==> config.mk <==
export PLATFORM = sky130hd
export DESIGN_NAME = vdm_front
export DESIGN_NICKNAME = d
export VERILOG_FILES = /design/src/vdm_pkg.sv /design/src/vdm_front.sv
export SDC_FILE = /design/constraint.sdc
export NUM_CORES = 2
export LEC_CHECK = 0
export BUFFER_PORTS_ARGS = -buffer_cell sky130_fd_sc_hd__buf_2
export CORE_ASPECT_RATIO = 1.75
export CORE_MARGIN = 5
export CORE_UTILIZATION = 61
export CTS_BUF_LIST = sky130_fd_sc_hd__clkbuf_2
export DETAILED_ROUTE_END_ITERATION = 12
export PLACE_DENSITY = 0.89
export SYNTH_ARGS = -nofsm -noshare
export SYNTH_HDL_FRONTEND = slang
export SYNTH_SLANG_ARGS = --single-unit
==> constraint.sdc <==
create_clock -name clk_i -period 6.9 [get_ports clk_i]
set_input_delay 0.69 -clock clk_i [delete_from_list [all_inputs] [get_ports clk_i]]
set_output_delay 0.69 -clock clk_i [all_outputs]
set_load 0.02 [all_outputs]
==> src/vdm_pkg.sv <==
// ----------------------------------------------------------------------------
// vdm_pkg
// Shared types, constants and helpers for the vector distance metrics block.
// ----------------------------------------------------------------------------
package vdm_pkg;

  localparam int unsigned AccW      = 48;
  localparam int unsigned ProdW     = 34;
  localparam int unsigned RootW     = 24;
  localparam int unsigned NumW      = AccW + 14;
  localparam int unsigned FifoDepth = 2;
  localparam logic [14:0] OneQ14    = 15'd16384;

  typedef enum logic [1:0] {
    MODE_EUCLID = 2'd0,
    MODE_COSINE = 2'd1,
    MODE_DOT    = 2'd2,
    MODE_RSVD   = 2'd3
  } vdm_mode_e;

  typedef enum logic [2:0] {
    S_IDLE,
    S_ROOTA_GO,
    S_ROOTA,
    S_ROOTB_GO,
    S_ROOTB,
    S_MUL,
    S_DIV,
    S_OUT
  } vdm_state_e;

  // one finished vector pair, handed from the accumulator to the back end
  typedef struct packed {
    vdm_mode_e          mode;
    logic signed [47:0] dot;
    logic signed [47:0] xsq;
    logic signed [47:0] ysq;
    logic signed [47:0] dsq;
  } vdm_entry_t;

  // saturating accumulate at the 48-bit signed limits
  function automatic logic signed [47:0] sat_add(input logic signed [47:0] a,
                                                  input logic signed [33:0] b);
    logic signed [48:0] s;
    s = 49'(a) + 49'(b);
    if (s[48] != s[47]) begin
      sat_add = s[48] ? {1'b1, 47'd0} : {1'b0, {47{1'b1}}};
    end else begin
      sat_add = s[47:0];
    end
  endfunction

endpackage

==> src/vdm_front.sv <==
// ----------------------------------------------------------------------------
// vdm_front
// Accepts element pairs, forms the products and keeps the four running sums.
// ----------------------------------------------------------------------------
module vdm_front
  import vdm_pkg::*;
(
  input  logic               clk_i,
  input  logic               rst_ni,
  input  logic               cfg_we_i,
  input  logic [1:0]         cfg_wdata_i,
  input  logic               s_tvalid_i,
  output logic               s_tready_o,
  input  logic signed [15:0] x_elem_i,
  input  logic signed [15:0] y_elem_i,
  input  logic               last_elem_i,
  input  logic               q_full_i,
  output logic               q_push_o,
  output vdm_entry_t         q_data_o
);

  vdm_mode_e          mode_q;
  logic               p_valid_q, p_last_q;
  logic signed [33:0] pxy_q, pxx_q, pyy_q, pdd_q;
  logic signed [47:0] dot_q, xsq_q, ysq_q, dsq_q;
  logic signed [47:0] dot_n, xsq_n, ysq_n, dsq_n;
  logic signed [16:0] diff;
  logic               p_go, accept;

  assign p_go       = p_valid_q && !(p_last_q && q_full_i);
  assign s_tready_o = !p_valid_q || p_go;
  assign accept     = s_tvalid_i && s_tready_o;
  assign diff       = 17'(x_elem_i) - 17'(y_elem_i);

  assign dot_n = sat_add(dot_q, pxy_q);
  assign xsq_n = sat_add(xsq_q, pxx_q);
  assign ysq_n = sat_add(ysq_q, pyy_q);
  assign dsq_n = sat_add(dsq_q, pdd_q);

  assign q_push_o = p_go && p_last_q;
  assign q_data_o = '{mode: mode_q, dot: dot_n, xsq: xsq_n, ysq: ysq_n, dsq: dsq_n};

  always_ff @(posedge clk_i or negedge rst_ni) begin
    if (!rst_ni) begin
      mode_q    <= MODE_EUCLID;
      p_valid_q <= 1'b0;
      p_last_q  <= 1'b0;
      dot_q     <= '0;
      xsq_q     <= '0;
      ysq_q     <= '0;
      dsq_q     <= '0;
    end else begin
      if (cfg_we_i) begin
        mode_q <= vdm_mode_e'(cfg_wdata_i);
      end
      if (s_tready_o) begin
        p_valid_q <= s_tvalid_i;
      end
      if (accept) begin
        p_last_q <= last_elem_i;
      end
      if (p_go) begin
        if (p_last_q) begin
          dot_q <= '0;
          xsq_q <= '0;
          ysq_q <= '0;
          dsq_q <= '0;
        end else begin
          dot_q <= dot_n;
          xsq_q <= xsq_n;
          ysq_q <= ysq_n;
          dsq_q <= dsq_n;
        end
      end
    end
  end

  // product stage
  always_ff @(posedge clk_i) begin
    if (accept) begin
      pxy_q <= 34'(x_elem_i * y_elem_i);
      pxx_q <= 34'(x_elem_i * x_elem_i);
      pyy_q <= 34'(y_elem_i * y_elem_i);
      pdd_q <= 34'(diff * diff);
    end
  end

`ifndef ASSERT_OFF
  a_clear_after_last: assert property (@(posedge clk_i) disable iff (!rst_ni)
    p_go && p_last_q |=> dot_q == '0 && dsq_q == '0)
    else $error("sums not cleared after last pair");
`endif

endmodule

# Yosys cells after proc, flatten, opt, wreduce, memory -nomap -nowiden
# Cells that the tools add are included.
[word_totals]
inputBits = 40
register_bits = 326
wordCells = 43
output_inout_bits = 196
[op_classes]
add_sub_neg = 5
reduce_logical = 7
n_eq_ne = 4
n_mux = 12
n_mul = 4
[ops]
columns = ["operator", "n"]
rows = [
  ["two-way mux 48 bit", 12],
  ["adder 48 x 32 -> 49 bit", 3],
  ["multiplier 16 x 16 -> 32 bit", 3],
  ["adder 48 x 34 -> 49 bit", 1],
  ["multiplier 17 x 17 -> 34 bit", 1],
  ["subtractor 16 x 16 -> 17 bit", 1],
  ["logical AND 1 bit", 4],
  ["inequality test 1 bit", 4],
  ["zero test 1 bit", 2],
  ["logical OR 1 bit", 1],
]

# Logic depth before layout (Yosys ltp)
[logic_depth]
depth_word = 5
depth_mapped = 38
mapped_depth_nobuf = 35

# Worst setup path after synthesis
# Ideal clock, no wire load.
[synth_timing]
path_type = "in2reg"
from = "input x_elem_i[1]"
to = "register pdd_q[33] (data pin)"
t_arrival_ns = 9.218
path_slack_ns = -2.578
cell_stages = 36
setup_ns = 0.260
n_path_buf = 4
required_time_ns = 6.640
path_cell_list = "clkbuf_1 > clkinv_1 > clkbuf_1 > fa_1 > nor2b_1 > o21ai_0 > a21boi_1 > o21ai_0 > a21oi_1 > a2111oi_2 > o31ai_1 > o211ai_1 > a31oi_1 > clkbuf_1 > clkbuf_1 > nor2_1 > fa_1 > inv_1 > fa_1 > inv_1 > fa_1 > fa_1 > fa_1 > inv_1 > fa_1 > inv_1 > ha_1 > a21o_1 > a21o_1 > a21o_1 > a21oi_1 > o211ai_1 > a2111o_1 > a31o_2 > a21oi_1 > xnor2_1"
[synth_via]
elab_chain_len = 2
[synth_rtl]
columns = ["element", "line", "rtl"]
rows = [
  ["start: declaration", "vdm_front.sv:14", "input logic signed [15:0] x_elem_i,"],
  ["subtractor 16 x 16 -> 17 bit", "vdm_front.sv:33", "assign diff = 17'(x_elem_i) - 17'(y_elem_i);"],
  ["multiplier 17 x 17 -> 34 bit", "vdm_front.sv:84", "pdd_q <= 34'(diff * diff);"],
  ["end signal: assignment", "vdm_front.sv:84", ""],
  ["end: declaration", "vdm_front.sv:24", "logic signed [33:0] pxy_q, pxx_q, pyy_q, pdd_q;"],
]
# No other way between the ends.
# A chain may end at the register's enable or synchronous reset.

# Worst setup path in the final report
# Same ends and word-level chain as after synthesis.

==> results.cfg <==
[yosys]
synth_top_family_by_area = adder cells
synth_cells = 6788
synth_xor_area_share_pct = 4.75
synth_compound_area_share_pct = 13.0
synth_fa_ha_area_share_pct = 45.3
syn_area_per_cell_um2 = 8.96
synth_mux_area_share_pct = 0.224
async_reset_ff_share_pct = 60.7
synth-edff-count = 127
ys_types = 106
ys_seq_elements = 323
ys_seq_area_share_pct = 14.3
syn_nets = 8399
synth_simple_gate_area_share_pct = 12.3
synth_warnings = 0
synthFlopType = dfrtp_1
synth_area_um2 = 60900

[floorplan]
die_x_um = 249
die_area_um2 = 106000
io_pins = 236
start_util_pct = 61.4
core-area_um2 = 99200
fp.dieH_um = 428
row_count = 153

[worst_setup_path]
r2r_start = pyy_q[31]$_DFFE_PP_
worstPathArrival_ns = 8.27
cpPeakStageDelay_ns = 0.56
cp_slowest_cell = fa_1
start_kind = input pin
crit_type = in2reg
critical_path_required_ns = 8.01
critPathMostFrequentCell = fa_1
end_kind = flip-flop
setup.worst_path.start = x_elem_i[1]
path_max_fanout = 4

[detailed_routing]
routed_wl_um = 178000
dr.pass1.iters = 9
drt-wirelength-per-cell_um = 20.3
drt_iter0_drc = 3689
drc = 0
ant_nets = 0
top_layer = met4
met2_length_um = 91200
routed-wl-met3_um = 13800
viasPerCell = 5.95
met1Wirelength_um = 56700
vias = 52200

[clock_tree]
insertion_delay_ns = 1.42
cts_buffers = 82
cts-root-buf = clkbuf_2
cts_tree = done
clock_sinks = 323
h-tree-depth = 3
clk_path_buf_depth = 3
clk_pin_slew_worst_paths_ns = 0.11

[grt]
grt_pass1_vias = 58000
grt_start_max_net_pins = 127
antenna_found_initial = 5
grt_overflow = 0
grt_usage_pct = 33.2
grt_pass1_wl_um = 286000

[sta]
finalHoldViolations = 0
rsz0062_at_grt = yes
fin_crit_sh_pct = 104
setup_violations = 3
tightest_slew_ns = 1.22
maxSlewViolCount = 0
finalClockSkew_ns = 0.189
setup_ws_ns = -0.255
fmax_mhz = 140
min_period_ns = 7.16
slew_headroom_pct = 18.2
whs_ns = 0.144

[placement]
io_buffers = 235
post-place-ws_ns = -1.90
dp_hpwl_um = 142000
gp_congestion = 1.00

[cells_and_area]
mostFrequentLayoutCells = inv_1, fa_1, nand2_1
drive_above_1_share_pct = 14.0
syn2layout_area_growth_pct = 11.7
layout_commonest_cell = inv_1
fin_nets = 8982
post-route-util_pct = 68.5

[min_path]
hp-start = cfg_we_i
hp-class = in2reg

[run]
max-cap-violations = 0

[run_status]
failed_checks = negative setup slack
run_status = finished, violations left
==> final cells by class <==
| class | instances | area [um2] |
|---|---|---|
| Timing Repair Buffer | 749 | 5210 |
| Clock buffer | 113 | 566 |
| Fill cell | 7417 | 31200 |
| Antenna cell | 7 | 17.5 |
| Clock inverter | 41 | 277 |
| Sequential cell | 323 | 8720 |
| Tap cell | 1317 | 1650 |
| Inverter | 1331 | 5020 |
| Multi-Input combinational cell | 4884 | 46500 |
==> per-stage QoR <==
step | setup TNS [ns] | area (um2) | std cells
3_3_place_gp | -27.75 | 66400 | 8556
2_1_floorplan | -13.77 | 61200 | 6788
6_report | -0.434 | 68000 | 8765
5_1_grt | -1.16 | 68000 | 8762
3_5_place_dp | -34.97 | 66400 | 8556
4_1_cts | -0.132 | 67700 | 8747
==> worst paths after layout <==
| check | end | slack, ns | depth (start not counted) |
|---|---|---|---|
| min in group asynchronous | dot_q[29]$_DFFE_PN0P_ | 0.40 | 4 |
| worst min-delay path | mode_q[1]$_DFFE_PN0P_ | 0.14 | 3 |
| max in group asynchronous | ysq_q[25]$_DFFE_PN0P_ | 5.44 | 4 |
| worst max register to register | ysq_q[13]$_DFFE_PN0P_ | 1.90 | 11 |
| worst min register to register | dsq_q[24]$_DFFE_PN0P_ | 0.50 | 2 |
| worst max-delay path | pdd_q[33]$_DFFE_PP_ | -0.26 | 35 |
==> cell usage after synthesis, types with 23 or more instances <==
master	count	area [um2]
o211ai_1	36	270
nor2b_1	33	206
nand4_1	40	250
a21oi_1	334	1670
o21bai_1	61	458
nand2_1	678	2540
and3_1	40	250
maj3_1	32	320
dfrtp_1	196	4900
o21ai_0	238	1190
o21a_1	26	195
ha_1	558	6980
a21o_1	155	1160
xor2_1	104	911
a31oi_1	37	231
nand2b_1	39	244
a22o_1	59	517
a211oi_1	31	233
buf_2	43	215
edfxtp_1	127	3810
inv_1	1318	4950
or3_1	23	144
nor3_1	48	240
nand3_1	76	380
and2_1	109	682
xnor2_1	223	1950
o21ai_1	76	380
fa_1	1013	20300
nor2_1	572	2150
clkbuf_1	181	679
==> registers in the layout, indices dropped and copies added (netlist names) <==
signal,cells
ysq_q,48
p_last_q,1
mode_q,2
p_valid_q,1
xsq_q,48
dsq_q,48
pxx_q,31
pyy_q,31
dot_q,48
pdd_q,33
pxy_q,32
==> routing by layer <==
metal | track usage (%) | vias to the layer above
li1 | - | 22900
met3 | 6.63 | 1130
met5 | 0 | -
met1 | 34.0 | 25600
met2 | 59.3 | 2617
met4 | 24.8 | 0
==> critical path, delay by kind of cell <==
kind	cells	cell delay [ns]
buffers and inverters	8	0.76
AND/OR/NAND/NOR	3	0.38
adder cells (fa/ha/maj)	8	3.53
AO/OA/AOI/OAI	14	2.60
XOR/XNOR	2	0.29
==> kinds of logic after synthesis <==
kind of cell	count (synthesis)
flops	323
simple gates	1711
buf+inv	1582
compound gates	1228
mux	13
xor+xnor	328
fa+ha+maj	1603
==> what timing repair did <==
item,CTS,global route
pin swaps,45,28
gates cloned,0,1
resized for setup,36,39
setup endpoints to repair,6,39
buffers inserted,21,12
endpoints found under the hold margin,218,0
hold buffers,17,0
Power is not shown: default switching activity piles up to over one toggle a cycle in this logic, so the estimate is an artifact.
