**config.mk**
```make
export PLATFORM = sky130hd
export DESIGN_NAME = vdm_fifo
export DESIGN_NICKNAME = d
export VERILOG_FILES = /design/src/vdm_pkg.sv /design/src/vdm_fifo.sv
export SDC_FILE = /design/constraint.sdc
export NUM_CORES = 1
export LEC_CHECK = 0
export BUFFER_PORTS_ARGS = -buffer_cell sky130_fd_sc_hd__buf_2
export CAP_MARGIN = 5
export CORE_MARGIN = 2
export CORE_UTILIZATION = 52
export CTS_CLUSTER_SIZE = 24
export DETAILED_ROUTE_END_ITERATION = 12
export GPL_TIMING_DRIVEN = 0
export PLACE_DENSITY = 0.79
export REMOVE_ABC_BUFFERS = 1
export SKIP_CTS_REPAIR_TIMING = 1
export SLEW_MARGIN = 20
export SYNTH_ARGS = -nofsm -noshare
export SYNTH_HDL_FRONTEND = slang
export SYNTH_SLANG_ARGS = --single-unit
```
**constraint.sdc**
```tcl
create_clock -name clk_i -period 11.9 [get_ports clk_i]
set_input_delay 1.19 -clock clk_i [delete_from_list [all_inputs] [get_ports clk_i]]
set_output_delay 1.19 -clock clk_i [all_outputs]
set_load 0.02 [all_outputs]
```
**src/vdm_pkg.sv**
```systemverilog
// ----------------------------------------------------------------------------
// vdm_pkg
// Shared types, constants and helpers for the vector distance metrics block.
// ----------------------------------------------------------------------------
package vdm_pkg;

  localparam int unsigned AccW      = 48;
  localparam int unsigned ProdW     = 34;
  localparam int unsigned RootW     = 24;
  localparam int unsigned NumW      = AccW + 14;
  localparam int unsigned FifoDepth = 2;
  localparam logic [14:0] OneQ14    = 15'd16384;

  typedef enum logic [1:0] {
    MODE_EUCLID = 2'd0,
    MODE_COSINE = 2'd1,
    MODE_DOT    = 2'd2,
    MODE_RSVD   = 2'd3
  } vdm_mode_e;

  typedef enum logic [2:0] {
    S_IDLE,
    S_ROOTA_GO,
    S_ROOTA,
    S_ROOTB_GO,
    S_ROOTB,
    S_MUL,
    S_DIV,
    S_OUT
  } vdm_state_e;

  // one finished vector pair, handed from the accumulator to the back end
  typedef struct packed {
    vdm_mode_e          mode;
    logic signed [47:0] dot;
    logic signed [47:0] xsq;
    logic signed [47:0] ysq;
    logic signed [47:0] dsq;
  } vdm_entry_t;

  // saturating accumulate at the 48-bit signed limits
  function automatic logic signed [47:0] sat_add(input logic signed [47:0] a,
                                                  input logic signed [33:0] b);
    logic signed [48:0] s;
    s = 49'(a) + 49'(b);
    if (s[48] != s[47]) begin
      sat_add = s[48] ? {1'b1, 47'd0} : {1'b0, {47{1'b1}}};
    end else begin
      sat_add = s[47:0];
    end
  endfunction

endpackage

```
**src/vdm_fifo.sv**
```systemverilog
// ----------------------------------------------------------------------------
// vdm_fifo
// Short queue of finished sums between the accumulator and the back end.
// ----------------------------------------------------------------------------
module vdm_fifo
  import vdm_pkg::*;
#(
  parameter int unsigned DEPTH = FifoDepth
) (
  input  logic       clk_i,
  input  logic       rst_ni,
  input  logic       push_i,
  input  vdm_entry_t push_data_i,
  output logic       full_o,
  input  logic       pop_i,
  output logic       empty_o,
  output vdm_entry_t pop_data_o
);

  localparam int unsigned PtrW = (DEPTH > 1) ? $clog2(DEPTH) : 1;

  vdm_entry_t            mem_q [DEPTH];
  logic [PtrW-1:0]       wptr_q, wptr_d, rptr_q, rptr_d;
  logic [PtrW:0]         cnt_q, cnt_d;

  assign full_o     = (cnt_q == (PtrW+1)'(DEPTH));
  assign empty_o    = (cnt_q == '0);
  assign pop_data_o = mem_q[rptr_q];

  always_comb begin
    wptr_d = wptr_q;
    rptr_d = rptr_q;
    cnt_d  = cnt_q;
    if (push_i) begin
      wptr_d = (wptr_q == PtrW'(DEPTH - 1)) ? '0 : wptr_q + 1'b1;
    end
    if (pop_i) begin
      rptr_d = (rptr_q == PtrW'(DEPTH - 1)) ? '0 : rptr_q + 1'b1;
    end
    if (push_i && !pop_i) begin
      cnt_d = cnt_q + 1'b1;
    end else if (pop_i && !push_i) begin
      cnt_d = cnt_q - 1'b1;
    end
  end

  always_ff @(posedge clk_i or negedge rst_ni) begin
    if (!rst_ni) begin
      wptr_q <= '0;
      rptr_q <= '0;
      cnt_q  <= '0;
    end else begin
      wptr_q <= wptr_d;
      rptr_q <= rptr_d;
      cnt_q  <= cnt_d;
    end
  end

  always_ff @(posedge clk_i) begin
    if (push_i) begin
      mem_q[wptr_q] <= push_data_i;
    end
  end

`ifndef ASSERT_OFF
  a_fill_bound: assert property (@(posedge clk_i) disable iff (!rst_ni)
    cnt_q <= (PtrW+1)'(DEPTH))
    else $error("queue fill count beyond depth");
  a_no_overrun: assert property (@(posedge clk_i) disable iff (!rst_ni)
    full_o && !pop_i |-> !push_i)
    else $error("push into full queue");
`endif

endmodule

```
Word-level counts from Yosys, hierarchy flattened
Memories as Yosys holds them, arrays and structs flattened.
Index checks and enable logic that the tools add are counted.
{"block": "word_totals", "reg_bits": 4, "ram_bits": 388, "out_inout_bits": 196, "mem_count": 1}
{"block": "op_classes", "n_addsub": 4, "n_eq_ne": 1, "n_mux": 6, "reduce_logical": 6}
{"name": "mem_q", "depth": 2, "word_bits": 194, "read_ports": 1, "rd_clocked_by_memory_dff": 0, "write_ports": 1, "line_no": "vdm_fifo.sv:22", "text": "vdm_entry_t mem_q [DEPTH];"}
{"op": "$mux 1", "count": 4}
{"op": "$mux 2", "count": 2}
{"op": "$add 1x1->1 const B", "count": 2}
{"op": "$add 2x1->2 const B", "count": 1}
{"op": "$eq 2x2->1 const B", "count": 1}
{"op": "$logic_and 1x1->1", "count": 2}
{"op": "$logic_not 1->1", "count": 2}
{"op": "$logic_not 2->1", "count": 1}
{"op": "$reduce_bool 2->1", "count": 1}
{"op": "$sub 2x1->2 const B", "count": 1}

Longest topological paths before layout
Gate-level depths: netlist (run 1).
{"block": "depth", "depth_word": 4, "ltp_mapped": 5, "mapped_depth_nobuf": 5}

Worst setup path after synthesis (run 1)
Ideal clock, no wire load.
{"block": "synth_timing", "path_kind": "in2reg", "startpoint": "input port push_i", "endpoint": "memory mem_q[0][0] in the netlist's numbering, enable pin", "setup_ns": 0.774, "arrival_time_ns": 9.557, "setup_slack_ns": 1.568, "path_stages": 1, "cell_sequence": "nor2b_1"}
{"block": "synth_via", "elab_chain_len": 2}
{"element": "from (decl)", "line_no": "vdm_fifo.sv:12", "text": "input logic push_i,"}
{"element": "$mux 1", "line_no": "vdm_fifo.sv:60", "text": "if (push_i) begin"}
{"element": "$mux 1 (implied by the code)", "line_no": "vdm_fifo.sv:61", "text": "mem_q[wptr_q] <= push_data_i;"}
{"element": "to (decl)", "line_no": "vdm_fifo.sv:22"}
No other way between the ends.

==> qor.yml, run 1 <==
cts:
  clk_path_buf_depth: 3
  cts-root-buf: "clkbuf_16"
  clock_latency_ns: 0.51
  numCtsBuffers: 40
  cts_tree: "built"
  clkSinkCount: 392
  h-tree-depth: 2
  path_clk_slew_ns: 0.05
run_status:
  status: "complete, no violations"
synth:
  yosysWarnings: 0
  syn_area_mm2: 0.0148
  synth_top_area_share_pct: 78.7
  synthArstFlopShare_pct: 1.02
  synth_seq_cells: 392
  synth_area_per_cell_um2: 23.9
  synth.area.top_cells: "edfxtp_1, mux2_4, mux2_2"
  yosys.area.top_type: "edfxtp_1"
  synth.most_common_cell: "edfxtp_1"
  synthCells: 620
  yosysUniqueCellTypes: 13
  synth_flop_cell: "edfxtp_1"
  synth_edf_count: 388
  ys_seq_area_share_pct: 79.4
  synthTopCellsByCount: "edfxtp_1, mux2_4, mux2_2, buf_6"
detailed_routing:
  wl_um: 28300
  drcViolationCount: 0
  ant_nets: 0
  initialDrtViolationCount: 361
  first_pass_iters: 6
  avgViaCountPerCell: 5.00
  routedWlPerCell_um: 19.3
  dr_total_vias: 7313
place:
  post_dp_cell_area_mm2: 0.0175
  place_congestion: 0.740
  hpwl_um: 19500
  port_buffers: 393
sta:
  fmax_mhz: 271
  fin_crit_sh_pct: 31.0
  finalCriticalPeriod_ns: 3.69
  rsz0062_at_grt: "no"
  setup_viol: 0
  fin_skew_ns: 0.0117
  tightest_slew_ns: 0.782
  slew_violations: 0
  finalHoldViolCount: 0
  finalSetupTns_ns: 0
  slew_headroom_pct: 47.9
global_route:
  grt_pass1_wl_um: 42700
  grtUsageTotal_pct: 18.5
  antenna_found_initial: 10
  grt_pass1_vias: 7741
  grt-ovfl-total: 0
  grt_max_degree: 54
worst_setup_path:
  cp-start-kind: "flop"
  crit_required_ns: 10.71
  cp.arrival_ns: 2.50
  crit_path_max_fanout: 42
  rrSetupSlack_ns: 9.79
  worstSetupEndpointType: "output port"
  worstSetupPathType: "reg2out"
power:
  p_per_area_mw_per_mm2: 252
  power.total_w: 0.00470
  ir_drop_uv: 189
  p_leak_nw: 7.45
die:
  die_w_um: 173
  row_count: 61
  die_h_um: 173
  floorplan.initialDensity_pct: 53.0
  coreArea_mm2: 0.0279
  num_io_pins: 394
  die-area_mm2: 0.0298
cells_and_area:
  nNetsFinal: 1249
  n_fill_cell: 1901
  drive_gt1_share_pct: 61.1
  postLayoutCellArea_mm2: 0.0187
  syn_to_final_growth_pct: 26.0
flow_run:
  drv_cap: 0
hold_path:
  hp-class: "in2async"
placed cells by master, fill, tap and decap left out, drive strengths merged:
cell / synthesis / final
buf: 22 / 410
edfxtp: 388 / 388
mux2: 194 / 194
clkbuf: 0 / 51
clkinv: 0 / 17
diode: 0 / 7
xor2: 4 / 4
dfrtp: 4 / 4
nor2: 2 / 2
clkinvlp: 0 / 2
nor2b: 2 / 2
inv: 1 / 1
and2: 1 / 1
xnor2: 1 / 1
ha: 1 / 1
bufinv: 0 / 1
per-layer routing:
metal	share of wire, %	GRT usage (%)	vias to the layer above
met1	37	20.4	3608
met2	52	33.1	286
met4	3.0	6.85	4
li1	-	-	3353
met3	8.4	6.44	62
met5	0.095	0	-
registers in the layout, summed over array words and instances (netlist names):
| signal | flops |
|---|---|
| cnt_q | 2 |
| mem_q | 388 |
| rptr_q | 1 |
| wptr_q | 1 |
power by group:
part | total, W | switching, W | internal (W)
Combinational | 0.00165 | 0.000910 | 0.000738
Sequential | 0.00191 | 0.0000847 | 0.00183
Clock | 0.00113 | 0.000481 | 0.000653
stage by stage:
stage | setup WS (ns) | hold WS (ns) | std cells | utilization (%)
2_1_floorplan | 1.57 | 0.455 | 598 | -
3_3_place_gp | -3.61 | 0.468 | 1369 | 60.9
3_5_place_dp | 8.74 | 0.502 | 1386 | 62.5
4_1_cts | 8.18 | 0.451 | 1457 | 66.7
5_1_grt | 8.12 | 0.459 | 1462 | 66.8
6_report | 8.21 | 0.471 | 1464 | 66.8
critical path, stage by stage (launching register included):
cell     delay, ns
dfrtp_4       0.71
buf_16        0.33
buf_16        0.32
mux2_2        0.39
buf_2         0.16
path summary, 6_finish.rpt:
| check | start | endpoint | depth (start not counted) |
|---|---|---|---|
| worst max register to register | wptr_q | mem_q[1][34] | 3 |
| worst max-delay path | rptr_q | pop_data_o[183] | 4 |
| min in group clk_i | cnt_q[1] | cnt_q[1] | 1 |
| worst min register to register | cnt_q[1] | cnt_q[1] | 1 |
| worst min-delay path | rst_ni | wptr_q | 1 |
| max in group asynchronous | rst_ni | rptr_q | 1 |
layout make-up:
type / count / area (um^2) / area share [%]
clock buffers: 51 / 1060 / 5.70
inverters: 1 / 3.75 / 0.0201
diodes: 7 / 17.5 / 0.0939
repair buffers: 410 / 2380 / 12.8
multi-input cells: 205 / 2840 / 15.2
flip-flops and latches: 392 / 11800 / 63.0
clock inverters: 20 / 126 / 0.677
well taps: 378 / 473 / 2.53
cells by family (layout without fill, tap and decap cells):
logic type	after synthesis	after routing	synth area share, %
multiplexers	194	194	18.6
AND/OR/NAND/NOR	5	5	0.177
buffers and inverters	23	482	1.53
flip-flops	392	392	79.4
adder cells (fa/ha/maj)	1	1	0.0845
XOR/XNOR	5	5	0.296
other	0	7	0
(Power assumes the default switching activity.)
==> run 2: changes to the inputs <==
==> constraint.sdc (replaced) <==
create_clock -name clk_i -period 3.7 [get_ports clk_i]
set_input_delay 0.37 -clock clk_i [delete_from_list [all_inputs] [get_ports clk_i]]
set_output_delay 0.37 -clock clk_i [all_outputs]
set_load 0.02 [all_outputs]
==> run 2 against run 1 <==
Worst setup slack worse by 7.4 ns. Register-to-register slack got worse by 8.2 ns. Largest power group unchanged. Sequential cell count is the same. Sequential share of layout area hardly changed. Global-route usage did not move. Critical path type unchanged. Critical endpoint unchanged. Sequential power grew to 3.2 times the previous value. Clock skew hardly changed.
==> qor.yml, run 2 (same netlist as run 1, synthesis figures left out) <==
worst_setup_path:
  worstSetupEndpointType: "output port"
  cp-start-kind: "flop"
  crit_required_ns: 3.33  # -7.38 ns
  worstReg2RegStart: "wptr_q"
  worstSetupPathType: "reg2out"
  crit_path_max_fanout: 42  # unchanged
  reg2reg_depth: 3  # unchanged
  cp.arrival_ns: 2.50  # about the same
  rrSetupSlack_ns: 1.58  # -8.21 ns
  reg2reg_to: "mem_q[1][34]"
die:
  die-area_mm2: 0.0298  # unchanged
  die_w_um: 173  # unchanged
  num_io_pins: 394  # unchanged
  floorplan.initialDensity_pct: 53.0  # unchanged
  coreArea_mm2: 0.0279  # unchanged
  row_count: 61  # unchanged
  die_h_um: 173  # unchanged
cells_and_area:
  stdcell_count: 1465  # +0.068%
  largest_reg_flops: 388  # unchanged
  layout_common_cells: "buf_2, edfxtp_1, mux2_4, mux2_2, clkbuf_16"
  nNetsFinal: 1250  # +0.080%
  top_regs: "mem_q: 388 flops, cnt_q: 2 flops"
  layout_commonest_cell: "buf_2"
  drive_gt1_share_pct: 61.0  # about the same
  regMostFlops: "mem_q"
  syn_to_final_growth_pct: 26.1  # about the same
power:
  p_per_area_mw_per_mm2: 809  # +220%
  power_switching_share_pct: 31.4  # about the same
  p_clk_share_pct: 24.2  # about the same
  p_int_w: 0.0104  # +220%
  ir_drop_uv: 608  # +220%
  p_leak_nw: 7.46  # about the same
  combPwrFrac_pct: 35.1  # about the same
  seqPwrFrac_pct: 40.8  # about the same
  p_sw_w: 0.00475  # +220%
hold_path:
  hold_path_end: "mem_q[1][140]"
  whs_path_depth: 1
  hp-start: "push_data_i[140]"
  hp-class: "in2reg"
global_route:
  grt_pass1_vias: 7741  # unchanged
  grt_max_degree: 54  # unchanged
  antenna_found_initial: 10  # unchanged
  grt_pass1_wl_um: 42700  # unchanged
  grt-ovfl-total: 0  # unchanged
  grtUsageTotal_pct: 18.5  # unchanged
place:
  place_congestion: 0.740  # unchanged
  hpwl_um: 19500  # unchanged
  post-place-cells: 1386  # unchanged
  port_buffers: 393  # unchanged
detailed_routing:
  drcViolationCount: 0  # unchanged
  dr_total_vias: 7322  # +0.12%
  routedWlPerCell_um: 19.3  # about the same
  first_pass_iters: 6  # unchanged
  ant_nets: 0  # unchanged
  avgViaCountPerCell: 5.00  # about the same
  initialDrtViolationCount: 406  # +12%
  wl_um: 28300  # about the same
sta:
  finalHoldViolCount: 0  # unchanged
  slew_headroom_pct: 47.8  # -0.059 points
  tightest_slew_ns: 0.783  # +0.000879 ns
  fin_crit_sh_pct: 77.6
  slew_violations: 0  # unchanged
  setup_viol: 0  # unchanged
  finalSetupTns_ns: 0  # unchanged
  fin_skew_ns: 0.0120  # +0.000244 ns
  finalCriticalPeriod_ns: 2.87
  rsz0062_at_grt: "no"
  fmax_mhz: 348
cts:
  clkSinkCount: 392  # unchanged
  h-tree-depth: 2  # unchanged
  cts-root-buf: "clkbuf_16"
  clock_latency_ns: 0.51  # about the same
  numCtsBuffers: 40  # unchanged
  path_clk_slew_ns: 0.06  # about the same
  cts_tree: "built"
  clk_path_buf_depth: 3  # unchanged
flow_run:
  drv_cap: 0  # unchanged
run_status:
  status: "complete, no violations"
[run 2: cell type report]
| cell class | instances | area, um^2 |
|---|---|---|
| diodes | 7 | 17.5 |
| clock buffers | 51 | 1060 |
| clock inverters | 20 | 126 |
| fillers | 1900 | 9260 |
| inverters | 1 | 3.75 |
| multi-input cells | 205 | 2840 |
| flip-flops and latches | 392 | 11800 |
| well taps | 378 | 473 |
| repair buffers | 411 | 2390 |
[run 2: metal layers]
metal  wire, um  vias to the layer above  GRT usage, %
met5         27                        -             0
met4        841                        4          6.85
met3       2390                       62          6.44
met2      14600                      291          33.1
met1      10400                     3609          20.4
li1           -                     3356             -
[run 2: power groups by stage]
stage               clock, W  sequential, W  combinational, W
floorplan                  0        0.00659           0.00289
global placement           0        0.00645           0.00322
detailed placement         0        0.00626           0.00534
CTS                  0.00373        0.00617           0.00537
global route         0.00390        0.00624           0.00557
finish               0.00365        0.00616           0.00530
[run 2: metrics by stage]
| stage | setup WS (ns) | util, % | area, um^2 | hold slack (ns) | power, W |
|---|---|---|---|---|---|
| after global placement | -10.99 | 60.9 | 17000 | 0.177 | 0.00968 |
| after floorplan | -6.03 | - | 14600 | 0.0744 | 0.00948 |
| final | 0.828 | 66.8 | 18700 | 0.0422 | 0.0151 |
| after CTS | 0.805 | 66.7 | 18600 | -0.369 | 0.0153 |
| after global routing | 0.743 | 66.8 | 18700 | 0.0214 | 0.0157 |
| after detailed placement | 1.36 | 62.5 | 17500 | 0.177 | 0.0116 |
[run 2: worst max-delay path, cell delays in order (launching register included)]
cell	delay [ns]
dfrtp_4	0.72
buf_16	0.33
buf_16	0.32
mux2_2	0.39
buf_2	0.16
[run 2: how the worst max path moves through the flow]
| stage | start | to | slack, ns |
|---|---|---|---|
| global route | rptr_q | pop_data_o[183] | 0.74 |
| detailed placement | rptr_q | pop_data_o[183] | 1.36 |
| floorplan | wptr_q | mem_q[0][0] | -6.03 |
| finish | rptr_q | pop_data_o[183] | 0.83 |
| CTS | rptr_q | pop_data_o[183] | 0.80 |
| global placement | push_i | mem_q[0][129] | -10.99 |
