<file path="src/vdm_pkg.sv">
// ----------------------------------------------------------------------------
// vdm_pkg
// Shared types, constants and helpers for the vector distance metrics block.
// ----------------------------------------------------------------------------
package vdm_pkg;

  localparam int unsigned AccW      = 48;
  localparam int unsigned ProdW     = 34;
  localparam int unsigned RootW     = 24;
  localparam int unsigned NumW      = AccW + 14;
  localparam int unsigned FifoDepth = 2;
  localparam logic [14:0] OneQ14    = 15'd16384;

  typedef enum logic [1:0] {
    MODE_EUCLID = 2'd0,
    MODE_COSINE = 2'd1,
    MODE_DOT    = 2'd2,
    MODE_RSVD   = 2'd3
  } vdm_mode_e;

  typedef enum logic [2:0] {
    S_IDLE,
    S_ROOTA_GO,
    S_ROOTA,
    S_ROOTB_GO,
    S_ROOTB,
    S_MUL,
    S_DIV,
    S_OUT
  } vdm_state_e;

  // one finished vector pair, handed from the accumulator to the back end
  typedef struct packed {
    vdm_mode_e          mode;
    logic signed [47:0] dot;
    logic signed [47:0] xsq;
    logic signed [47:0] ysq;
    logic signed [47:0] dsq;
  } vdm_entry_t;

  // saturating accumulate at the 48-bit signed limits
  function automatic logic signed [47:0] sat_add(input logic signed [47:0] a,
                                                  input logic signed [33:0] b);
    logic signed [48:0] s;
    s = 49'(a) + 49'(b);
    if (s[48] != s[47]) begin
      sat_add = s[48] ? {1'b1, 47'd0} : {1'b0, {47{1'b1}}};
    end else begin
      sat_add = s[47:0];
    end
  endfunction

endpackage

</file>
<file path="src/vdm_isqrt.sv">
// ----------------------------------------------------------------------------
// vdm_isqrt
// Integer square root of a 48-bit value, one result bit per cycle.
// ----------------------------------------------------------------------------
module vdm_isqrt
  import vdm_pkg::*;
(
  input  logic             clk_i,
  input  logic             rst_ni,
  input  logic             start_i,
  input  logic [AccW-1:0]  op_i,
  output logic             done_o,
  output logic [RootW-1:0] root_o
);

  logic [AccW-1:0] n_q, root_q, bit_q, trial;
  logic            busy_q, done_q;

  assign trial  = root_q + bit_q;
  assign done_o = done_q;
  assign root_o = root_q[RootW-1:0];

  always_ff @(posedge clk_i or negedge rst_ni) begin
    if (!rst_ni) begin
      busy_q <= 1'b0;
      done_q <= 1'b0;
      n_q    <= '0;
      root_q <= '0;
      bit_q  <= '0;
    end else begin
      done_q <= 1'b0;
      if (start_i) begin
        busy_q <= 1'b1;
        n_q    <= op_i;
        root_q <= '0;
        bit_q  <= AccW'(1) << (AccW - 2);
      end else if (busy_q) begin
        if (n_q >= trial) begin
          n_q    <= n_q - trial;
          root_q <= (root_q >> 1) + bit_q;
        end else begin
          root_q <= root_q >> 1;
        end
        bit_q <= bit_q >> 2;
        if (bit_q[0]) begin
          busy_q <= 1'b0;
          done_q <= 1'b1;
        end
      end
    end
  end

endmodule

</file>
<file path="src/vdm_back.sv">
// ----------------------------------------------------------------------------
// vdm_back
// Takes finished sums from the queue and works out the selected metric.
// ----------------------------------------------------------------------------
module vdm_back
  import vdm_pkg::*;
(
  input  logic              clk_i,
  input  logic              rst_ni,
  input  logic              q_empty_i,
  input  vdm_entry_t        q_data_i,
  output logic              q_pop_o,
  output logic              m_tvalid_o,
  input  logic              m_tready_i,
  output logic [AccW-1:0]   m_tdata_o,
  output logic              m_tuser_o
);

  vdm_state_e        state_q, state_d;
  vdm_entry_t        ent_q;
  logic [RootW-1:0]  nx_q, root;
  logic [AccW-1:0]   den_q, res_q, sq_op, dot_abs;
  logic [NumW-1:0]   num_q, quo_q;
  logic [AccW-1:0]   rem_q;
  logic [AccW:0]     trial;
  logic [5:0]        cnt_q;
  logic              zn_q, sq_start, sq_done, out_load, trial_ge;
  logic              m_valid_q, m_user_q;
  logic [AccW-1:0]   m_data_q, out_val, cos_val;
  logic [14:0]       mag;

  vdm_isqrt u_isqrt (
    .clk_i   (clk_i),
    .rst_ni  (rst_ni),
    .start_i (sq_start),
    .op_i    (sq_op),
    .done_o  (sq_done),
    .root_o  (root)
  );

  // non-negative operand for the root unit
  always_comb begin
    if (state_q == S_ROOTB_GO) begin
      sq_op = ent_q.ysq[47] ? '0 : ent_q.ysq;
    end else if (ent_q.mode == MODE_COSINE) begin
      sq_op = ent_q.xsq[47] ? '0 : ent_q.xsq;
    end else begin
      sq_op = ent_q.dsq[47] ? '0 : ent_q.dsq;
    end
  end

  assign dot_abs  = ent_q.dot[47] ? AccW'(-ent_q.dot) : ent_q.dot;
  assign trial    = {rem_q, num_q[NumW-1]};
  assign trial_ge = (trial >= {1'b0, den_q});
  assign mag      = (quo_q > NumW'(OneQ14)) ? OneQ14 : quo_q[14:0];
  assign cos_val  = ent_q.dot[47] ? AccW'(OneQ14) + AccW'(mag)
                                  : AccW'(OneQ14) - AccW'(mag);
  assign out_val  = (ent_q.mode == MODE_COSINE && !zn_q) ? cos_val : res_q;

  always_comb begin
    state_d = state_q;
    unique case (state_q)
      S_IDLE: begin
        if (!q_empty_i) begin
          unique case (q_data_i.mode)
            MODE_EUCLID, MODE_COSINE: state_d = S_ROOTA_GO;
            MODE_DOT, MODE_RSVD:      state_d = S_OUT;
            default:                  state_d = S_OUT;
          endcase
        end
      end
      S_ROOTA_GO: state_d = S_ROOTA;
      S_ROOTA: begin
        if (sq_done) begin
          state_d = (ent_q.mode == MODE_COSINE) ? S_ROOTB_GO : S_OUT;
        end
      end
      S_ROOTB_GO: state_d = S_ROOTB;
      S_ROOTB: begin
        if (sq_done) begin
          state_d = (nx_q == '0 || root == '0) ? S_OUT : S_MUL;
        end
      end
      S_MUL:   state_d = S_DIV;
      S_DIV: begin
        if (cnt_q == '0) begin
          state_d = S_OUT;
        end
      end
      S_OUT: begin
        if (!m_valid_q || m_tready_i) begin
          state_d = S_IDLE;
        end
      end
      default: state_d = S_IDLE;
    endcase
  end

  always_comb begin
    q_pop_o  = (state_q == S_IDLE) && !q_empty_i;
    sq_start = (state_q == S_ROOTA_GO) || (state_q == S_ROOTB_GO);
    out_load = (state_q == S_OUT) && (!m_valid_q || m_tready_i);
  end

  always_ff @(posedge clk_i or negedge rst_ni) begin
    if (!rst_ni) begin
      state_q   <= S_IDLE;
      m_valid_q <= 1'b0;
    end else begin
      state_q <= state_d;
      if (out_load) begin
        m_valid_q <= 1'b1;
      end else if (m_tready_i) begin
        m_valid_q <= 1'b0;
      end
    end
  end

  always_ff @(posedge clk_i) begin
    unique case (state_q)
      S_IDLE: begin
        ent_q <= q_data_i;
        zn_q  <= 1'b0;
        res_q <= (q_data_i.mode == MODE_DOT) ? q_data_i.dot : '0;
      end
      S_ROOTA: begin
        if (sq_done) begin
          nx_q  <= root;
          res_q <= AccW'(root);
        end
      end
      S_ROOTB: begin
        if (sq_done && (nx_q == '0 || root == '0)) begin
          zn_q  <= 1'b1;
          res_q <= '0;
        end
        den_q <= AccW'(nx_q * root);
      end
      S_MUL: begin
        num_q <= {dot_abs, 14'd0};
        rem_q <= '0;
        quo_q <= '0;
        cnt_q <= 6'(NumW - 1);
      end
      S_DIV: begin
        // restoring division, one quotient bit a cycle
        rem_q <= trial_ge ? AccW'(trial - {1'b0, den_q}) : trial[AccW-1:0];
        num_q <= num_q << 1;
        quo_q <= {quo_q[NumW-2:0], trial_ge};
        cnt_q <= cnt_q - 1'b1;
      end
      default: ;
    endcase
    if (out_load) begin
      m_data_q <= out_val;
      m_user_q <= zn_q;
    end
  end

  assign m_tvalid_o = m_valid_q;
  assign m_tdata_o  = m_data_q;
  assign m_tuser_o  = m_user_q;

`ifndef ASSERT_OFF
  a_div_nonzero: assert property (@(posedge clk_i) disable iff (!rst_ni)
    state_q == S_DIV |-> den_q != '0)
    else $error("division by zero norm");
  a_pop_idle: assert property (@(posedge clk_i) disable iff (!rst_ni)
    q_pop_o |-> !q_empty_i && state_q == S_IDLE)
    else $error("pop outside idle");
`endif

endmodule

</file>
<file path="config.mk">
export PLATFORM = sky130hd
export DESIGN_NAME = vdm_back
export DESIGN_NICKNAME = d
export VERILOG_FILES = /design/src/vdm_pkg.sv /design/src/vdm_isqrt.sv /design/src/vdm_back.sv
export SDC_FILE = /design/constraint.sdc
export NUM_CORES = 2
export LEC_CHECK = 0
export BUFFER_PORTS_ARGS = -buffer_cell sky130_fd_sc_hd__buf_2
export CAP_MARGIN = 5
export CORE_ASPECT_RATIO = 0.5
export CORE_UTILIZATION = 40
export CTS_BUF_LIST = sky130_fd_sc_hd__clkbuf_4 sky130_fd_sc_hd__clkbuf_8
export DETAILED_ROUTE_END_ITERATION = 8
export SLEW_MARGIN = 10
export SYNTH_ARGS = -nofsm -noshare
export SYNTH_HDL_FRONTEND = slang
export SYNTH_SLANG_ARGS = --single-unit
</file>
<file path="constraint.sdc">
create_clock -name clk_i -period 18.6 [get_ports clk_i]
set_input_delay 1.86 -clock clk_i [delete_from_list [all_inputs] [get_ports clk_i]]
set_output_delay 1.86 -clock clk_i [all_outputs]
set_load 0.01 [all_outputs]
</file>
# After elaboration in Yosys (flattened, before gate mapping)
# Cells that the tools add are included.
# totals
word_cells	124
out_inout_bits	51
register_bits	692
inputBits	198
# classes
mux	45
reduce_logical	28
n_mul	1
add_sub_neg	8
magnitude_cmp	3
n_eq_ne	17
# ops
operator	count
$mux 48	16
$pmux 62 s2	2
$mux 47	4
$pmux 48 s3	1
$pmux 48 s2	1
$sub 48x48->48	2
$gt 62x15->1 const B	1
$ge 49x48->1	1
$add 47x48->48	1
$add 48x48->48	1
$ge 48x48->1	1
$logic_not 24->1	2
$mul 24x24->48	1
$neg 48->48	1
$pmux 3 s8	1
$mux 3	6
$add 15x15->16 const A	1
$sub 15x15->16 const A	1
$mux 15	1
$eq 3x3->1 const B	4
$pmux 6 s2	1
$reduce_bool 2->1	5
$mux 1	9
$ne 2x2->1 const B	4
other kinds (20)	34

# Logic depth before layout (Yosys ltp)
# depth
word_depth	5
depth_mapped	28
depth_no_buf	26

# By module
# From an unflattened synthesis, not the netlist that was laid out.
# unflattened
cells_unflattened	5482
hier_area_um2	54526.0
# modules_own_cells
module	n_inst	cells_each	seq_area_each_um2	area_per_inst_um2
vdm_back	1	4020	15955.3	43002.5
vdm_isqrt	1	1462	3052.9	11523.6

# Worst setup path before layout
# Ideal clock, no wire load.
# synth_timing
path_kind	reg-to-reg
startpoint	reg state_q[0]
endpoint	reg state_q[2]
slack_ps	3200
arrival_ps	15323
setup_ps	77
synth_period_minus_slack_ps	15400
t_required_ps	18523
path_stages_with_launch	9
path_cell_list	dfrtp_1 -> clkbuf_1 -> nor3_1 -> a21oi_1 -> o21ai_0 -> inv_1 -> nand3_1 -> o21ai_0 -> a21oi_1
# synth_between
elab_chain_cells	3
# synth_lines
item	line	source
from (decl)	vdm_back.sv:19	vdm_state_e state_q, state_d;
from (signal assigned)	vdm_back.sv:110	state_q <= state_d;
$eq 3x2->1, or another cell as far along	vdm_back.sv:62	unique case (state_q)
$ne 2x1->1 (no source line) or $ne 2x2->1 (tied branches)	--	
$reduce_and 5->1 (no source line)	--	
# Parallel ways exist; a longest one is shown, timed or not.
# A chain may end at the register's enable or synchronous reset.

# Worst setup path in the final report
# layout_timing
startpoint	reg u_isqrt.root_q[1]
endpoint	reg den_q[45], data pin
# layout_between
elab_chain_cells	1
# layout_lines
item	line	source
from (decl)	vdm_isqrt.sv:16	logic [AccW-1:0] n_q, root_q, bit_q, trial;
from (signal assigned)	vdm_isqrt.sv:40	root_q <= (root_q >> 1) + bit_q;
from (signal assigned)	vdm_isqrt.sv:42	root_q <= root_q >> 1;
$mul 24x24->48	vdm_back.sv:137	den_q <= AccW'(nx_q * root);
to (signal assigned)	vdm_back.sv:137	
to (decl)	vdm_back.sv:22	logic [AccW-1:0] den_q, res_q, sq_op, dot_abs;
# No other way between the ends.

==> tab_implementation.tex <==
\begin{tabular}{lr}
\hline
Metric & Value \\
\hline
\multicolumn{2}{l}{\textbf{Global routing}} \\
\quad Vias in the first global route & 40,937 \\
\quad Maximum number of pins on one net before global-route repair & 95 \\
\quad Number of antenna violations at the first check in global routing & 4 \\
\quad M3 GR Usage & 0.03164 \\
\quad Global Route met1 Usage & 0.2997 \\
\quad Global-route wire length before repair & 229,500 um \\
\quad Total GRT Usage & 0.2131 \\
\quad Most heavily used metal layer in global routing & met2 \\
\quad M2 GR Usage & 0.3433 \\
\quad Total grt overflow & 0 \\
\multicolumn{2}{l}{\textbf{Setup path}} \\
\quad Dominant cell type by count on the critical path & fa\_1 \\
\quad Kind of cell adding the most delay to the critical path & adder cells \\
\quad Worst reg-to-reg setup slack & 10,470 ps \\
\quad R2R Path Start & u\_isqrt.root\_q[1] \\
\quad Required time of the critical path & 19,130 ps \\
\quad Worst EP arrival & 8660 ps \\
\quad Depth of the worst register-to-register path & 23 \\
\quad Number of buffer and inverter instances along the worst setup path & 4 \\
\quad Delay of the slowest cell on the worst path & 1200 ps \\
\quad Crit-path cells & and2\_1, fa\_1, fa\_1, inv\_1, fa\_1, fa\_1, inv\_1, fa\_1, fa\_1, inv\_1, fa\_1, inv\_1, ha\_1, a21oi\_1, o21bai\_1, a21oi\_1, o21ai\_0, a211o\_1, a2111oi\_1, o21ai\_0, nand3\_1, a21oi\_1, xor2\_1 \\
\quad Reg2Reg Capture Point & den\_q[45] \\
\quad Kind of end point of the critical path & register \\
\quad Highest fanout seen on the critical path & 33 \\
\quad Worst path slowest cell & dfrtp\_1 \\
\quad Worst Path Class, Setup & register to register \\
\quad Critical Path Source Type & register \\
\multicolumn{2}{l}{\textbf{Placement}} \\
\quad Final HPWL DP & 105,100 um \\
\quad Number of buffer cells added on primary ports & 248 \\
\quad Final estimated routing congestion in global placement & 0.9011 \\
\multicolumn{2}{l}{\textbf{Clocking}} \\
\quad Number of clock sinks & 654 \\
\quad Worst-Skew Late Latency & 820 ps \\
\quad Clock Path Buffers & 3 \\
\quad TritonCTS clock tree & done \\
\quad \# resized after CTS & 0 \\
\quad Num CTS Buffers & 102 \\
\quad Root Buffer Master & clkbuf\_8 \\
\quad Post CTS Setup Buffer Count & 0 \\
\quad Number of buffers inserted by hold repair at cts & 0 \\
\quad Clock-pin slew on the worst setup and hold paths & 60 ps \\
\quad CTS HTree Levels & 3 \\
\multicolumn{2}{l}{\textbf{Logic synthesis}} \\
\quad Share of flip-flops with an asynchronous set or reset after synthesis & 0.1927 \\
\quad Share of synthesized area occupied by flip-flops and latches & 0.3536 \\
\quad Post-synthesis instance area & 53,760 um\^{}2 \\
\quad Post-synthesis sequential element count & 654 \\
\quad Unique cell type count in the Yosys netlist & 91 \\
\quad Count of mapped cells out of synthesis & 5,389 \\
\quad Warnings from Yosys & 0 \\
\quad Most used flip-flop cell after synthesis & edfxtp\_1 \\
\quad Post-synth EDFFs & 528 \\
\quad Post-Synthesis Mean Instance Area & 9.976 um\^{}2 \\
\quad Net count after synthesis & 6,395 \\
\multicolumn{2}{l}{\textbf{Detailed routing}} \\
\quad Detailed Route WL & 145,300 um \\
\quad Via count & 39,829 \\
\quad Remaining antenna violation count & 0 \\
\quad Detailed Route Iter0 Violations & 2,939 \\
\quad Number of iterations in the first detailed-routing pass & 6 \\
\quad Post-detailed-route via-to-cell ratio & 5.401 \\
\quad Average wire per cell in the routed design & 19.70 um \\
\quad DRC violations left & 0 \\
\multicolumn{2}{l}{\textbf{Timing}} \\
\quad Hold violation count in the final report & 0 \\
\quad Slew @ Worst Pin & 1297 ps \\
\quad RSZ-0062 raised after global routing & no \\
\quad Max\_slew headroom & 0.1354 \\
\quad Final Critical Period & 8130 ps \\
\quad Number of endpoints failing setup at the final stage & 0 \\
\quad Post-route clock skew & 53.85 ps \\
\quad Post-Route Setup TNS & 0 ps \\
\quad Slew Viols, Final & 0 \\
\quad Ratio of final minimum period to clock period & 0.4371 \\
\quad Maximum clock frequency & 0.1230 GHz \\
\multicolumn{2}{l}{\textbf{Cells and area}} \\
\quad Number of fillers in the final layout & 12,736 \\
\quad Ratio of cells with drive above 1 in the final layout & 0.09741 \\
\quad Top library cells by usage in the layout, fill and taps aside & inv\_1 (633), nand2\_1 (608), edfxtp\_1 (528) \\
\quad Most frequent standard cell in the layout excluding fill and tap cells & inv\_1 \\
\quad Area growth, synth to finish & 9.453\% \\
\quad Final net count & 6,516 \\
\multicolumn{2}{l}{\textbf{Floorplanning}} \\
\quad Starting Density & 0.4060 \\
\quad Std cell rows & 94 \\
\quad Die extent in x & 520.5 um \\
\quad Total core area & 132,400 um\^{}2 \\
\quad Area of the die & 136,000 um\^{}2 \\
\quad Number of placed I/O pins & 249 \\
\quad Die Y & 261.2 um \\
\multicolumn{2}{l}{\textbf{Hold path}} \\
\quad Worst Min Path Start & u\_isqrt.n\_q[39] \\
\quad Hold path depth & 2 \\
\quad Classification of the worst-slack hold path & register to register \\
\quad Endpoint of the worst hold-timing path & u\_isqrt.n\_q[39] \\
\multicolumn{2}{l}{\textbf{Flow run}} \\
\quad Max Cap Viol & 0 \\
\multicolumn{2}{l}{\textbf{Run status}} \\
\quad Outcome & finished clean \\
\hline
\end{tabular}
-- tightest hold or removal path, cell delays in order (launching register included) --
cell and delay, ps:
dfrtp_1 350, nor2_1 50, nor2_1 70
-- area by class of cell --
class                   instances  area (um^2)  share of cell area
clock inverters                51        483.0            0.008207
multi-input cells            3806        31310              0.5321
repair buffers                312         1728             0.02936
diodes                          3        7.507           0.0001276
well taps                    1776         2222             0.03776
inverters                     634         2380             0.04044
flip-flops and latches        654        19010              0.3231
clock buffers                 138         1699             0.02887
-- kinds of logic after synthesis --
kind of cell / count (synthesis) / synth area share
simple gates: 1628 / 0.1478
buf+inv: 929 / 0.06567
fa+ha+maj: 808 / 0.2556
flops: 654 / 0.3536
xor+xnor: 255 / 0.04154
mux: 30 / 0.005609
compound gates: 1085 / 0.1302
-- stage by stage --
| stage | std cells | worst slack (ps) | utilization | hold slack [ps] | instance area, um^2 |
|---|---|---|---|---|---|
| finish | 7374 | 10470 | 0.4443 | 508.1 | 58850 |
| global route | 7374 | 9950 | 0.4443 | 520.3 | 58850 |
| CTS | 7371 | 10450 | 0.4443 | 511.6 | 58840 |
| detailed placement | 7182 | 10510 | 0.4278 | 495.0 | 56660 |
| global placement | 7182 | 10540 | 0.4278 | 487.3 | 56660 |
| floorplan | 5389 | 3200 | - | 442.6 | 53760 |
-- flip-flops by register name, indices dropped and copies added (netlist names) --
signal	flops
zn_q	1
rem_q	48
state_q	3
u_isqrt.root_q	48
cnt_q	6
res_q	48
u_isqrt.bit_q	24
den_q	48
ent_q	194
u_isqrt.busy_q	1
m_tdata_o	48
nx_q	24
u_isqrt.done_o	1
m_tvalid_o	1
u_isqrt.n_q	48
num_q	48
m_tuser_o	1
quo_q	62
-- worst max-delay path by stage --
stage	to	slack (ps)	startpoint	depth (start not counted)
after floorplan	state_q[2]	3200	state_q[0]	8
after global placement	den_q[45]	10540	u_isqrt.root_q[1]	23
after detailed placement	den_q[45]	10510	u_isqrt.root_q[1]	23
after CTS	den_q[45]	10450	u_isqrt.root_q[1]	23
after global routing	den_q[42]	9950	u_isqrt.root_q[1]	21
final	den_q[45]	10470	u_isqrt.root_q[1]	23
-- metal layers --
layer,vias up,part of all wire
li1,18517,-
met1,19775,0.46
met2,1324,0.46
met3,213,0.061
met4,0,0.022
met5,-,0
-- synth_stat cells, drive strengths merged, types with 10 or more instances --
cell type,count,share of area
a22oi,53,0.0074
or4,13,0.0020
o21ai,216,0.020
a31o,14,0.0023
xnor2,137,0.022
nor3,40,0.0039
a31oi,91,0.011
nand3,64,0.0060
inv,634,0.044
a21boi,18,0.0026
o41ai,12,0.0022
buf,51,0.0044
and3,26,0.0030
o31ai,41,0.0060
nand2b,21,0.0024
mux2i,29,0.0054
o31a,10,0.0016
nand4,46,0.0054
edfxtp,528,0.29
nor2,276,0.019
and2,420,0.049
o21bai,33,0.0046
clkbuf,244,0.017
nor4,36,0.0042
fa,484,0.18
or3,15,0.0019
a21oi,295,0.028
dfrtp,126,0.059
o21a,35,0.0049
ha,324,0.075
nand2,609,0.043
a22o,26,0.0042
a21o,81,0.011
a211oi,60,0.0088
xor2,118,0.019
nor2b,31,0.0036
o211ai,26,0.0036
Power is not shown: default switching activity piles up to over one toggle a cycle in this logic, so the estimate is an artifact.
